==> src/sv/siphash_mac_engine_defines.svh <==
// Assertion helpers for the SipHash MAC engine.
// Each macro expects clk and rst_n in scope.
`ifndef SIPHASH_MAC_ENGINE_DEFINES_SVH
`define SIPHASH_MAC_ENGINE_DEFINES_SVH

// Same-cycle implication, disabled during reset
`define SIPH_ASSERT_IMPL(label, ante, cons, msg) \
  label: assert property (@(posedge clk) disable iff (!rst_n) (ante) |-> (cons)) \
    else $error(msg);

// Next-cycle implication, disabled during reset
`define SIPH_ASSERT_NEXT(label, ante, cons, msg) \
  label: assert property (@(posedge clk) disable iff (!rst_n) (ante) |=> (cons)) \
    else $error(msg);

`endif

==> src/sv/siph_pkg.sv <==
package siph_pkg;

  localparam int unsigned LANE_W      = 64;
  localparam int unsigned BYTE_CNT_W  = 4;
  localparam int unsigned LEN_W       = 8;
  localparam int unsigned ROUND_W     = 5;
  localparam int unsigned CFG_IDX_W   = 3;
  localparam int unsigned QUEUE_DEPTH = 2;

  localparam logic [BYTE_CNT_W-1:0] BYTES_PER_WORD = 4'd8;
  localparam logic [3:0]            MAX_COMP_ROUNDS = 4'd8;
  localparam logic [ROUND_W-1:0]    MAX_FINAL_ROUNDS = 5'd16;

  localparam logic [LANE_W-1:0] SIP_C0 = 64'h736f6d6570736575;
  localparam logic [LANE_W-1:0] SIP_C1 = 64'h646f72616e646f6d;
  localparam logic [LANE_W-1:0] SIP_C2 = 64'h6c7967656e657261;
  localparam logic [LANE_W-1:0] SIP_C3 = 64'h7465646279746573;
  localparam logic [LANE_W-1:0] FINAL_XOR = 64'h00000000000000ff;

  typedef logic [LANE_W-1:0] word_t;
  typedef logic [3:0][LANE_W-1:0] lanes_t;

  // Configuration register indexes
  typedef enum logic [CFG_IDX_W-1:0] {
    CFG_KEY_LOW      = 3'd0,
    CFG_KEY_HIGH     = 3'd1,
    CFG_COMP_ROUNDS  = 3'd2,
    CFG_FINAL_ROUNDS = 3'd3,
    CFG_EXPECTED_TAG = 3'd4
  } cfg_idx_t;

  // Back-end sequencer states
  typedef enum logic [1:0] {
    ST_IDLE,
    ST_WORD,
    ST_FBLK,
    ST_FINAL
  } core_state_t;

  // One classified item: optional full-word absorb, then optional final block
  typedef struct packed {
    logic  start;
    logic  has_word;
    logic  fin;
    word_t word;
    word_t fblk;
  } op_t;

  // Settings the back end reads
  typedef struct packed {
    word_t              key_low;
    word_t              key_high;
    logic [3:0]         comp_rounds;
    logic [ROUND_W-1:0] final_rounds;
  } cfg_t;

  function automatic word_t rotl(input word_t x, input int unsigned s);
    return (x << s) | (x >> (LANE_W - s));
  endfunction

  // One SipRound over the four lanes
  function automatic lanes_t sip_round(input lanes_t v);
    word_t a;
    word_t b;
    word_t c;
    word_t d;
    a = v[0];
    b = v[1];
    c = v[2];
    d = v[3];
    a = a + b;
    c = c + d;
    b = rotl(b, 13);
    d = rotl(d, 16);
    b = b ^ a;
    d = d ^ c;
    a = rotl(a, 32);
    c = c + b;
    a = a + d;
    b = rotl(b, 17);
    d = rotl(d, 21);
    b = b ^ c;
    d = d ^ a;
    c = rotl(c, 32);
    return {d, c, b, a};
  endfunction

  function automatic logic [ROUND_W-1:0] comp_limit(input logic [3:0] r);
    logic [ROUND_W-1:0] n;
    if (r == '0) begin
      n = ROUND_W'(1);
    end else if (r > MAX_COMP_ROUNDS) begin
      n = ROUND_W'(MAX_COMP_ROUNDS);
    end else begin
      n = ROUND_W'(r);
    end
    return n;
  endfunction

  function automatic logic [ROUND_W-1:0] final_limit(input logic [ROUND_W-1:0] r);
    logic [ROUND_W-1:0] n;
    if (r == '0) begin
      n = ROUND_W'(1);
    end else if (r > MAX_FINAL_ROUNDS) begin
      n = MAX_FINAL_ROUNDS;
    end else begin
      n = r;
    end
    return n;
  endfunction

  // Keep the first n bytes of a word, zero the rest
  function automatic word_t keep_bytes(input word_t w, input logic [BYTE_CNT_W-1:0] n);
    word_t m;
    m = '0;
    for (int i = 0; i < 8; i++) begin
      if (BYTE_CNT_W'(i) < n) begin
        m[8*i +: 8] = w[8*i +: 8];
      end
    end
    return m;
  endfunction

endpackage

==> src/sv/siph_fifo.sv <==
module siph_fifo (
  input  logic           clk,
  input  logic           rst_n,
  input  logic           push,
  input  siph_pkg::op_t  wdata,
  input  logic           pop,
  output siph_pkg::op_t  rdata,
  output logic           full,
  output logic           empty
);

  localparam int unsigned PTR_W = (siph_pkg::QUEUE_DEPTH > 1) ?
                                  $clog2(siph_pkg::QUEUE_DEPTH) : 1;
  localparam int unsigned CNT_W = $clog2(siph_pkg::QUEUE_DEPTH + 1);
  localparam logic [PTR_W-1:0] LAST_PTR = PTR_W'(siph_pkg::QUEUE_DEPTH - 1);
  localparam logic [CNT_W-1:0] DEPTH_CNT = CNT_W'(siph_pkg::QUEUE_DEPTH);

  siph_pkg::op_t    mem [siph_pkg::QUEUE_DEPTH];
  logic [PTR_W-1:0] wr_ptr_r, wr_ptr_nxt;
  logic [PTR_W-1:0] rd_ptr_r, rd_ptr_nxt;
  logic [CNT_W-1:0] count_r, count_nxt;

  assign full  = (count_r == DEPTH_CNT);
  assign empty = (count_r == '0);
  assign rdata = mem[rd_ptr_r];

  // Advance pointers and occupancy
  always_comb begin
    wr_ptr_nxt = wr_ptr_r;
    rd_ptr_nxt = rd_ptr_r;
    count_nxt  = count_r;
    if (push) begin
      wr_ptr_nxt = (wr_ptr_r == LAST_PTR) ? '0 : wr_ptr_r + PTR_W'(1);
    end
    if (pop) begin
      rd_ptr_nxt = (rd_ptr_r == LAST_PTR) ? '0 : rd_ptr_r + PTR_W'(1);
    end
    if (push && !pop) begin
      count_nxt = count_r + CNT_W'(1);
    end else if (pop && !push) begin
      count_nxt = count_r - CNT_W'(1);
    end
  end

  always_ff @(posedge clk) begin
    if (!rst_n) begin
      wr_ptr_r <= '0;
      rd_ptr_r <= '0;
      count_r  <= '0;
    end else begin
      wr_ptr_r <= wr_ptr_nxt;
      rd_ptr_r <= rd_ptr_nxt;
      count_r  <= count_nxt;
    end
  end

  // Store the pushed item
  always_ff @(posedge clk) begin
    if (push) begin
      mem[wr_ptr_r] <= wdata;
    end
  end

endmodule

==> src/sv/siph_front.sv <==
module siph_front (
  input  logic                                clk,
  input  logic                                rst_n,
  input  logic                                in_valid,
  output logic                                in_ready,
  input  logic [siph_pkg::LANE_W-1:0]         in_message_word,
  input  logic [siph_pkg::BYTE_CNT_W-1:0]     in_byte_count,
  input  logic                                in_last,
  input  logic                                q_full,
  output logic                                q_push,
  output siph_pkg::op_t                       q_wdata
);

  logic                                in_msg_r, in_msg_nxt;
  logic [siph_pkg::LEN_W-1:0]          len_r, len_nxt;
  logic [siph_pkg::LEN_W-1:0]          len_base;
  logic [siph_pkg::LEN_W-1:0]          len_new;
  logic [siph_pkg::BYTE_CNT_W-1:0]     cnt_sat;
  logic                                full_word;
  logic                                accept;
  siph_pkg::word_t                     len_blk;

  assign in_ready = !q_full;
  assign accept   = in_valid && in_ready;
  assign q_push   = accept;

  // Classify the item and build the final block
  always_comb begin
    len_base  = in_msg_r ? len_r : '0;
    cnt_sat   = (in_byte_count > siph_pkg::BYTES_PER_WORD) ?
                siph_pkg::BYTES_PER_WORD : in_byte_count;
    full_word = !in_last || (cnt_sat == siph_pkg::BYTES_PER_WORD);
    len_new   = len_base + (full_word ? siph_pkg::LEN_W'(siph_pkg::BYTES_PER_WORD)
                                      : siph_pkg::LEN_W'(cnt_sat));
    len_blk   = {len_new, {(siph_pkg::LANE_W - siph_pkg::LEN_W){1'b0}}};

    q_wdata.start    = !in_msg_r;
    q_wdata.has_word = full_word;
    q_wdata.fin      = in_last;
    q_wdata.word     = in_message_word;
    q_wdata.fblk     = full_word ? len_blk
                                 : (siph_pkg::keep_bytes(in_message_word, cnt_sat) | len_blk);
  end

  // Track message boundary and running length
  always_comb begin
    in_msg_nxt = in_msg_r;
    len_nxt    = len_r;
    if (accept) begin
      in_msg_nxt = !in_last;
      len_nxt    = in_last ? '0 : len_new;
    end
  end

  always_ff @(posedge clk) begin
    if (!rst_n) begin
      in_msg_r <= 1'b0;
      len_r    <= '0;
    end else begin
      in_msg_r <= in_msg_nxt;
      len_r    <= len_nxt;
    end
  end

endmodule

==> src/sv/siph_core.sv <==
module siph_core (
  input  logic                         clk,
  input  logic                         rst_n,
  input  siph_pkg::cfg_t               cfg,
  input  logic                         q_empty,
  input  siph_pkg::op_t                q_rdata,
  output logic                         q_pop,
  output logic                         out_valid,
  input  logic                         out_ready,
  output logic [siph_pkg::LANE_W-1:0]  out_tag
);

  siph_pkg::core_state_t          state_r, state_nxt;
  siph_pkg::lanes_t               lanes_r, lanes_nxt;
  siph_pkg::word_t                px_r, px_nxt;
  siph_pkg::word_t                fblk_r, fblk_nxt;
  logic                           fin_r, fin_nxt;
  logic [siph_pkg::ROUND_W-1:0]   cnt_r, cnt_nxt;
  logic                           out_valid_r, out_valid_nxt;
  siph_pkg::word_t                out_tag_r, out_tag_nxt;

  logic [siph_pkg::ROUND_W-1:0]   n_comp;
  logic [siph_pkg::ROUND_W-1:0]   n_fin;
  logic [siph_pkg::ROUND_W-1:0]   phase_n;
  logic                           phase_done;
  logic                           out_free;
  logic                           want_pop;
  logic                           do_round;
  logic                           out_load;
  siph_pkg::lanes_t               key_init;
  siph_pkg::lanes_t               cont;
  siph_pkg::lanes_t               rin;

  assign out_valid = out_valid_r;
  assign out_tag   = out_tag_r;

  // Next state, round input select and queue pop
  always_comb begin
    n_comp     = siph_pkg::comp_limit(cfg.comp_rounds);
    n_fin      = siph_pkg::final_limit(cfg.final_rounds);
    phase_n    = (state_r == siph_pkg::ST_FINAL) ? n_fin : n_comp;
    phase_done = (cnt_r >= phase_n);
    out_free   = !out_valid_r || out_ready;

    key_init[0] = cfg.key_low  ^ siph_pkg::SIP_C0;
    key_init[1] = cfg.key_high ^ siph_pkg::SIP_C1;
    key_init[2] = cfg.key_low  ^ siph_pkg::SIP_C2;
    key_init[3] = cfg.key_high ^ siph_pkg::SIP_C3;

    // Lanes with the pending lane-0 xor of the last absorb applied
    cont    = lanes_r;
    cont[0] = lanes_r[0] ^ px_r;

    state_nxt = state_r;
    cnt_nxt   = cnt_r;
    px_nxt    = px_r;
    fin_nxt   = fin_r;
    fblk_nxt  = fblk_r;
    rin       = lanes_r;
    do_round  = 1'b0;
    want_pop  = 1'b0;
    out_load  = 1'b0;
    q_pop     = 1'b0;

    case (state_r)
      siph_pkg::ST_IDLE: begin
        want_pop = !q_empty;
      end
      siph_pkg::ST_WORD: begin
        if (!phase_done) begin
          do_round = 1'b1;
          cnt_nxt  = cnt_r + siph_pkg::ROUND_W'(1);
        end else if (fin_r) begin
          // start the final block
          rin       = cont;
          rin[3]    = lanes_r[3] ^ fblk_r;
          px_nxt    = fblk_r;
          do_round  = 1'b1;
          cnt_nxt   = siph_pkg::ROUND_W'(1);
          state_nxt = siph_pkg::ST_FBLK;
        end else begin
          want_pop = !q_empty;
          if (q_empty) begin
            state_nxt = siph_pkg::ST_IDLE;
          end
        end
      end
      siph_pkg::ST_FBLK: begin
        if (!phase_done) begin
          do_round = 1'b1;
          cnt_nxt  = cnt_r + siph_pkg::ROUND_W'(1);
        end else begin
          // start finalization
          rin       = cont;
          rin[2]    = lanes_r[2] ^ siph_pkg::FINAL_XOR;
          px_nxt    = '0;
          do_round  = 1'b1;
          cnt_nxt   = siph_pkg::ROUND_W'(1);
          state_nxt = siph_pkg::ST_FINAL;
        end
      end
      siph_pkg::ST_FINAL: begin
        if (!phase_done) begin
          do_round = 1'b1;
          cnt_nxt  = cnt_r + siph_pkg::ROUND_W'(1);
        end else if (out_free) begin
          out_load = 1'b1;
          want_pop = !q_empty;
          if (q_empty) begin
            state_nxt = siph_pkg::ST_IDLE;
          end
        end
      end
      default: begin
        state_nxt = siph_pkg::ST_IDLE;
      end
    endcase

    // Begin the next queued item
    if (want_pop) begin
      q_pop    = 1'b1;
      rin      = q_rdata.start ? key_init : cont;
      fin_nxt  = q_rdata.fin;
      fblk_nxt = q_rdata.fblk;
      do_round = 1'b1;
      cnt_nxt  = siph_pkg::ROUND_W'(1);
      if (q_rdata.has_word) begin
        rin[3]    = rin[3] ^ q_rdata.word;
        px_nxt    = q_rdata.word;
        state_nxt = siph_pkg::ST_WORD;
      end else begin
        rin[3]    = rin[3] ^ q_rdata.fblk;
        px_nxt    = q_rdata.fblk;
        state_nxt = siph_pkg::ST_FBLK;
      end
    end

    lanes_nxt = do_round ? siph_pkg::sip_round(rin) : lanes_r;

    // Output register
    out_valid_nxt = out_valid_r && !out_ready;
    out_tag_nxt   = out_tag_r;
    if (out_load) begin
      out_valid_nxt = 1'b1;
      out_tag_nxt   = lanes_r[0] ^ lanes_r[1] ^ lanes_r[2] ^ lanes_r[3];
    end
  end

  always_ff @(posedge clk) begin
    if (!rst_n) begin
      state_r     <= siph_pkg::ST_IDLE;
      cnt_r       <= '0;
      out_valid_r <= 1'b0;
    end else begin
      state_r     <= state_nxt;
      cnt_r       <= cnt_nxt;
      out_valid_r <= out_valid_nxt;
    end
  end

  // Datapath registers
  always_ff @(posedge clk) begin
    lanes_r   <= lanes_nxt;
    px_r      <= px_nxt;
    fin_r     <= fin_nxt;
    fblk_r    <= fblk_nxt;
    out_tag_r <= out_tag_nxt;
  end

endmodule

==> src/sv/siphash_mac_engine.sv <==
// Keyed SipHash MAC engine. Message words enter with their valid-byte count and a last flag;
// each final word yields one 64-bit tag plus a flag that is set when the tag equals the
// programmed expected tag. A front end tracks message start and byte length, builds the
// padded final block and posts one item per word into a two-entry queue; the back end runs
// one SipRound per cycle in a single round unit. A word that is not last gets
// compression_rounds SipRounds (2 for SipHash-2-4), and the next queued word starts as soon
// as those finish. A last word gets compression_rounds SipRounds for the final block, plus
// another compression_rounds when it carries eight bytes, plus final_rounds rounds, and the
// tag is then formed. The front end keeps accepting words while the queue has room,
// and a finished tag waits in its own output register. Round settings are clamped to 1..8
// and 1..16; configuration writes are always accepted, but the back end reads the registers
// as it works, so write them only while no message is in flight.
`include "siphash_mac_engine_defines.svh"

module siphash_mac_engine (
  input  logic                                clk,
  input  logic                                rst_n,
  input  logic                                in_valid,
  output logic                                in_ready,
  input  logic [siph_pkg::LANE_W-1:0]         in_message_word,
  input  logic [siph_pkg::BYTE_CNT_W-1:0]     in_byte_count,
  input  logic                                in_last,
  output logic                                out_valid,
  input  logic                                out_ready,
  output logic [siph_pkg::LANE_W-1:0]         out_tag,
  output logic                                out_match,
  input  logic                                cfg_valid,
  output logic                                cfg_ready,
  input  logic [siph_pkg::CFG_IDX_W-1:0]      cfg_index,
  input  logic [siph_pkg::LANE_W-1:0]         cfg_data
);

  siph_pkg::word_t                key_low_r, key_low_nxt;
  siph_pkg::word_t                key_high_r, key_high_nxt;
  logic [3:0]                     comp_rounds_r, comp_rounds_nxt;
  logic [siph_pkg::ROUND_W-1:0]   final_rounds_r, final_rounds_nxt;
  siph_pkg::word_t                exp_tag_r, exp_tag_nxt;
  siph_pkg::cfg_t                 cfg;

  logic                           q_push;
  logic                           q_pop;
  logic                           q_full;
  logic                           q_empty;
  siph_pkg::op_t                  q_wdata;
  siph_pkg::op_t                  q_rdata;

  assign cfg_ready = 1'b1;

  // Decode configuration writes
  always_comb begin
    key_low_nxt      = key_low_r;
    key_high_nxt     = key_high_r;
    comp_rounds_nxt  = comp_rounds_r;
    final_rounds_nxt = final_rounds_r;
    exp_tag_nxt      = exp_tag_r;
    if (cfg_valid && cfg_ready) begin
      case (cfg_index)
        siph_pkg::CFG_KEY_LOW:      key_low_nxt      = cfg_data;
        siph_pkg::CFG_KEY_HIGH:     key_high_nxt     = cfg_data;
        siph_pkg::CFG_COMP_ROUNDS:  comp_rounds_nxt  = cfg_data[3:0];
        siph_pkg::CFG_FINAL_ROUNDS: final_rounds_nxt = cfg_data[siph_pkg::ROUND_W-1:0];
        siph_pkg::CFG_EXPECTED_TAG: exp_tag_nxt      = cfg_data;
        default: ;
      endcase
    end
  end

  always_ff @(posedge clk) begin
    if (!rst_n) begin
      key_low_r      <= '0;
      key_high_r     <= '0;
      comp_rounds_r  <= 4'd2;
      final_rounds_r <= 5'd4;
      exp_tag_r      <= '0;
    end else begin
      key_low_r      <= key_low_nxt;
      key_high_r     <= key_high_nxt;
      comp_rounds_r  <= comp_rounds_nxt;
      final_rounds_r <= final_rounds_nxt;
      exp_tag_r      <= exp_tag_nxt;
    end
  end

  always_comb begin
    cfg.key_low      = key_low_r;
    cfg.key_high     = key_high_r;
    cfg.comp_rounds  = comp_rounds_r;
    cfg.final_rounds = final_rounds_r;
  end

  siph_front u_front (
    .clk             (clk),
    .rst_n           (rst_n),
    .in_valid        (in_valid),
    .in_ready        (in_ready),
    .in_message_word (in_message_word),
    .in_byte_count   (in_byte_count),
    .in_last         (in_last),
    .q_full          (q_full),
    .q_push          (q_push),
    .q_wdata         (q_wdata)
  );

  siph_fifo u_fifo (
    .clk   (clk),
    .rst_n (rst_n),
    .push  (q_push),
    .wdata (q_wdata),
    .pop   (q_pop),
    .rdata (q_rdata),
    .full  (q_full),
    .empty (q_empty)
  );

  siph_core u_core (
    .clk       (clk),
    .rst_n     (rst_n),
    .cfg       (cfg),
    .q_empty   (q_empty),
    .q_rdata   (q_rdata),
    .q_pop     (q_pop),
    .out_valid (out_valid),
    .out_ready (out_ready),
    .out_tag   (out_tag)
  );

  // Compare against the expected tag
  assign out_match = (out_tag == exp_tag_r);

  `SIPH_ASSERT_IMPL(a_no_push_full, q_push, !q_full, "queue written while full")
  `SIPH_ASSERT_IMPL(a_no_pop_empty, q_pop, !q_empty, "queue read while empty")
  `SIPH_ASSERT_IMPL(a_fin_kept, in_valid && in_ready, q_push && (q_wdata.fin == in_last), "item lost")
  `SIPH_ASSERT_NEXT(a_hold, out_valid && !out_ready, out_valid && $stable(out_tag), "tag not held")

endmodule
==> config.mk <==
export PLATFORM = sky130hd
export DESIGN_NAME = siphash_mac_engine
export DESIGN_NICKNAME = d
export VERILOG_FILES = /design/src/sv/siph_pkg.sv /design/src/sv/siph_fifo.sv /design/src/sv/siph_front.sv /design/src/sv/siph_core.sv /design/src/sv/siphash_mac_engine.sv
export VERILOG_INCLUDE_DIRS = /design/src /design/src/sv
export SDC_FILE = /design/constraint.sdc
export NUM_CORES = 2
export LEC_CHECK = 0
export BUFFER_PORTS_ARGS = -buffer_cell sky130_fd_sc_hd__buf_2
export CORE_MARGIN = 1.5
export CORE_UTILIZATION = 35
export CTS_BUF_LIST = sky130_fd_sc_hd__clkbuf_16
export DETAILED_ROUTE_END_ITERATION = 10
export MAX_ROUTING_LAYER = met4
export PLACE_DENSITY = 0.49
export SYNTH_ARGS = -nofsm -noshare
export SYNTH_HDL_FRONTEND = slang
export SYNTH_SLANG_ARGS = --single-unit
==> constraint.sdc <==
create_clock -name clk -period 29.4 [get_ports clk]
set_input_delay 0 -clock clk [delete_from_list [all_inputs] [get_ports clk]]
set_output_delay 0 -clock clk [all_outputs]
set_load 0.005 [all_outputs]
==> impl_metrics.ini <==
[cts]
cts.repair.resized = 0
cts_sinks = 934
cts_tree = done
clkTransAtPathRegs_ns = 0.06
cts-root-buf = clkbuf_16
htree_num_levels = 3
post_cts_buffers = 0
insertion_delay_ns = 0.82
clock_path_buffers = 3
ctsHoldBuffers = 212
cts_buffers = 112

[drt]
drt-initial-drc-count = 8933
num_vias = 57800
drc = 0
routed_wl_um = 382000
drtPass1Iterations = 6
ant_nets = 0
viasPerCell = 6.12
wl_per_cell_um = 40.4

[timing]
fin_crit_ns = 15.32
slew_violations = 4
max_freq_ghz = 0.0653
whs_ns = 0.0334
fin_tns_setup_ns = 0
rsz0062_at_grt = no
period_share_pct = 52.1
setup_viol = 0
tightest_slew_ns = 1.55
hold_viol = 0
fin_skew_ns = 0.0815
relSlewSlack_pct = -4.51

[placement]
globalplace.congestion = 1.14
placed_area_mm2 = 0.0657
port_buffers = 207
place_hpwl_um = 314000

[min_path]
whs_endpoint = u_fifo.mem[1][102]$_DFFE_PP_
hp-start = in_message_word[38]
min_path_type = input port to register
hold_depth = 2

[synthesis]
synth_seq_cells = 934
synth_area_mm2 = 0.0613
synth.avg_cell_area_um2 = 9.23
synth-edff-count = 711
synth_fp_nets = 7049
synth-main-ff-cell = edfxtp_1
ys_top_cells_by_count = nand2_1 (1,022), edfxtp_1 (711), a21oi_1 (622)
synthArstFlopShare_pct = 0
ys_types = 98
postSynthCellCount = 6641
synthTopCellsByArea = edfxtp_1 (35%), dfxtp_1 (7.3%), xnor2_1 (6.4%), nand2_1 (6.3%), xor2_1 (5.8%)
synthMostInstantiatedCell = nand2_1
yosys_warnings = 0
yosysTopAreaCell = edfxtp_1
synth_top_area_share_pct = 34.8
seq_area_frac_synth_pct = 42.1

[worst_setup_path]
cp_max_fo = 77
end_kind = register
startpoint_type = register
slowest_stage = xor2_1
path_class = register to register
critPathMaxStageDelay_ns = 1.12
ff2ff_setup_slack_ns = 14.08
r2r-start = u_core.state_r[1]$_SDFFE_PN0P_
reg2reg_to = u_core.cont[252]$_DFFE_PP_
cp_data_arrival_time_ns = 15.78
reg2reg_depth = 42
required_ns = 29.86

[floorplan]
fp.dieH_um = 421
die_w_um = 421
ios = 209
rows = 153
die_area_mm2 = 0.178
start_util_pct = 35.2
coreArea_mm2 = 0.174

[final_layout]
seqCellArea_mm2 = 0.0258
finalCoreUtilization_pct = 41.2
area_growth_pct = 17.1
fillers = 17300
drive_above_1_share_pct = 10.2
stdcell_area_mm2 = 0.0717
final_nets = 7410
multiInputGateArea_mm2 = 0.0341

[grt]
grt_overflow = 0
antenna_found_initial = 55
grt_pass1_wl_um = 495000
grt_pass1_vias = 52200
grt_max_degree = 137
track_usage_pct = 42.8

[run_status]
violations = capacitance limit, slew limit
outcome = complete, but fails checks

[flow_run]
max_cap_violations = 2
## layout by cell type, fill, tap and decap left out, types with 18 or more instances in the layout
cell type	instances
dfxtp_1	222
xnor2_2	18
nand2b_1	41
inv_1	148
nor2b_1	54
o211ai_1	21
buf_4	164
nand4_1	71
o21a_1	40
and3_1	60
mux2i_1	125
dlygate4sd3_1	212
xnor2_1	431
a21o_1	112
a21boi_0	205
nor2_1	321
ha_1	260
o21ai_0	516
a31oi_1	72
or3_1	62
xor2_1	399
mux2_2	68
buf_2	206
o21bai_1	48
and2_1	70
o21ai_1	27
edfxtp_1	711
nand2_1	1017
o221ai_1	18
nor4_1	21
nor3b_1	23
a211oi_1	24
nand3_1	138
a21oi_1	621
clkbuf_16	113
diode_2	25
o22ai_1	49
a311oi_1	48
nor3_1	41
## metrics by stage
step,std cells,setup WS [ns]
2_1_floorplan,6641,7.67
3_3_place_gp,8998,14.36
3_5_place_dp,8999,14.71
4_1_cts,9420,14.57
5_1_grt,9439,13.78
6_report,9447,14.08
## worst max-delay path: cells and delay by family, from the launching register on
family                   cells  cell delay (ns)
AND/OR/NAND/NOR              8             1.93
XOR/XNOR                     4             1.74
AO/OA/AOI/OAI               19             5.57
buffers and inverters        7             2.81
adder cells (fa/ha/maj)      4             2.20
flip-flops                   1             0.43
## kinds of logic after synthesis
kind of cell               share of synthesized area [%]
DFF                                                 42.1
muxes                                               3.35
adders and majority gates                           5.60
AOI/OAI and AO/OA                                   19.2
xor gates and xnor gates                            12.3
buffers and inverters                               2.90
and+or+nand+nor                                     14.5
other                                            0.00612
## flip-flops by register name, summed over array words and instances, names as in the netlist, named ones only
register,count
key_high_r,64
comp_rounds_r,4
u_core.px_r,64
key_low_r,64
exp_tag_r,64
u_core.out_valid,1
u_front.in_msg_r,1
final_rounds_r,5
u_core.lanes_r,64
u_fifo.mem,262
u_core.cnt_r,5
u_front.len_r,8
u_core.fblk_r,64
u_core.fin_r,1
u_core.cont,192
u_fifo.rd_ptr_r,1
u_fifo.count_r,2
u_core.out_tag,64
u_fifo.wr_ptr_r,1
u_core.state_r,2
## worst max path at each step
| stage | end | startpoint | slack (ns) |
|---|---|---|---|
| floorplan | u_core.cont[100]$_DFFE_PP_ | u_core.state_r[1]$_SDFFE_PN0P_ | 7.67 |
| global placement | u_core.cont[252]$_DFFE_PP_ | u_core.state_r[1]$_SDFFE_PN0P_ | 14.36 |
| detailed placement | u_core.cont[255]$_DFFE_PP_ | u_core.state_r[1]$_SDFFE_PN0P_ | 14.71 |
| CTS | u_core.cont[252]$_DFFE_PP_ | u_core.state_r[1]$_SDFFE_PN0P_ | 14.57 |
| global route | u_core.cont[255]$_DFFE_PP_ | u_core.state_r[1]$_SDFFE_PN0P_ | 13.78 |
| finish | u_core.cont[252]$_DFFE_PP_ | u_core.state_r[1]$_SDFFE_PN0P_ | 14.08 |
## cell type report
cell class	count	share of cell area, %
clock buffers	113	3.94
clock inverters	96	1.46
repair buffers	590	6.30
diodes	25	0.0872
flip-flops and latches	934	36.0
multi-input cells	5239	47.5
well taps	2325	4.05
inverters	125	0.664
## layer usage
metal	part of all wire, %	GRT usage [%]	up-vias
met5	0	-	-
met4	8.0	27.1	0
met3	11	11.2	683
met2	40	58.7	3629
met1	41	55.7	28800
li1	-	-	24600
Power is left out: the tool's default activity adds up to more than one toggle a clock period on the data nets, which glitch-free logic cannot reach.
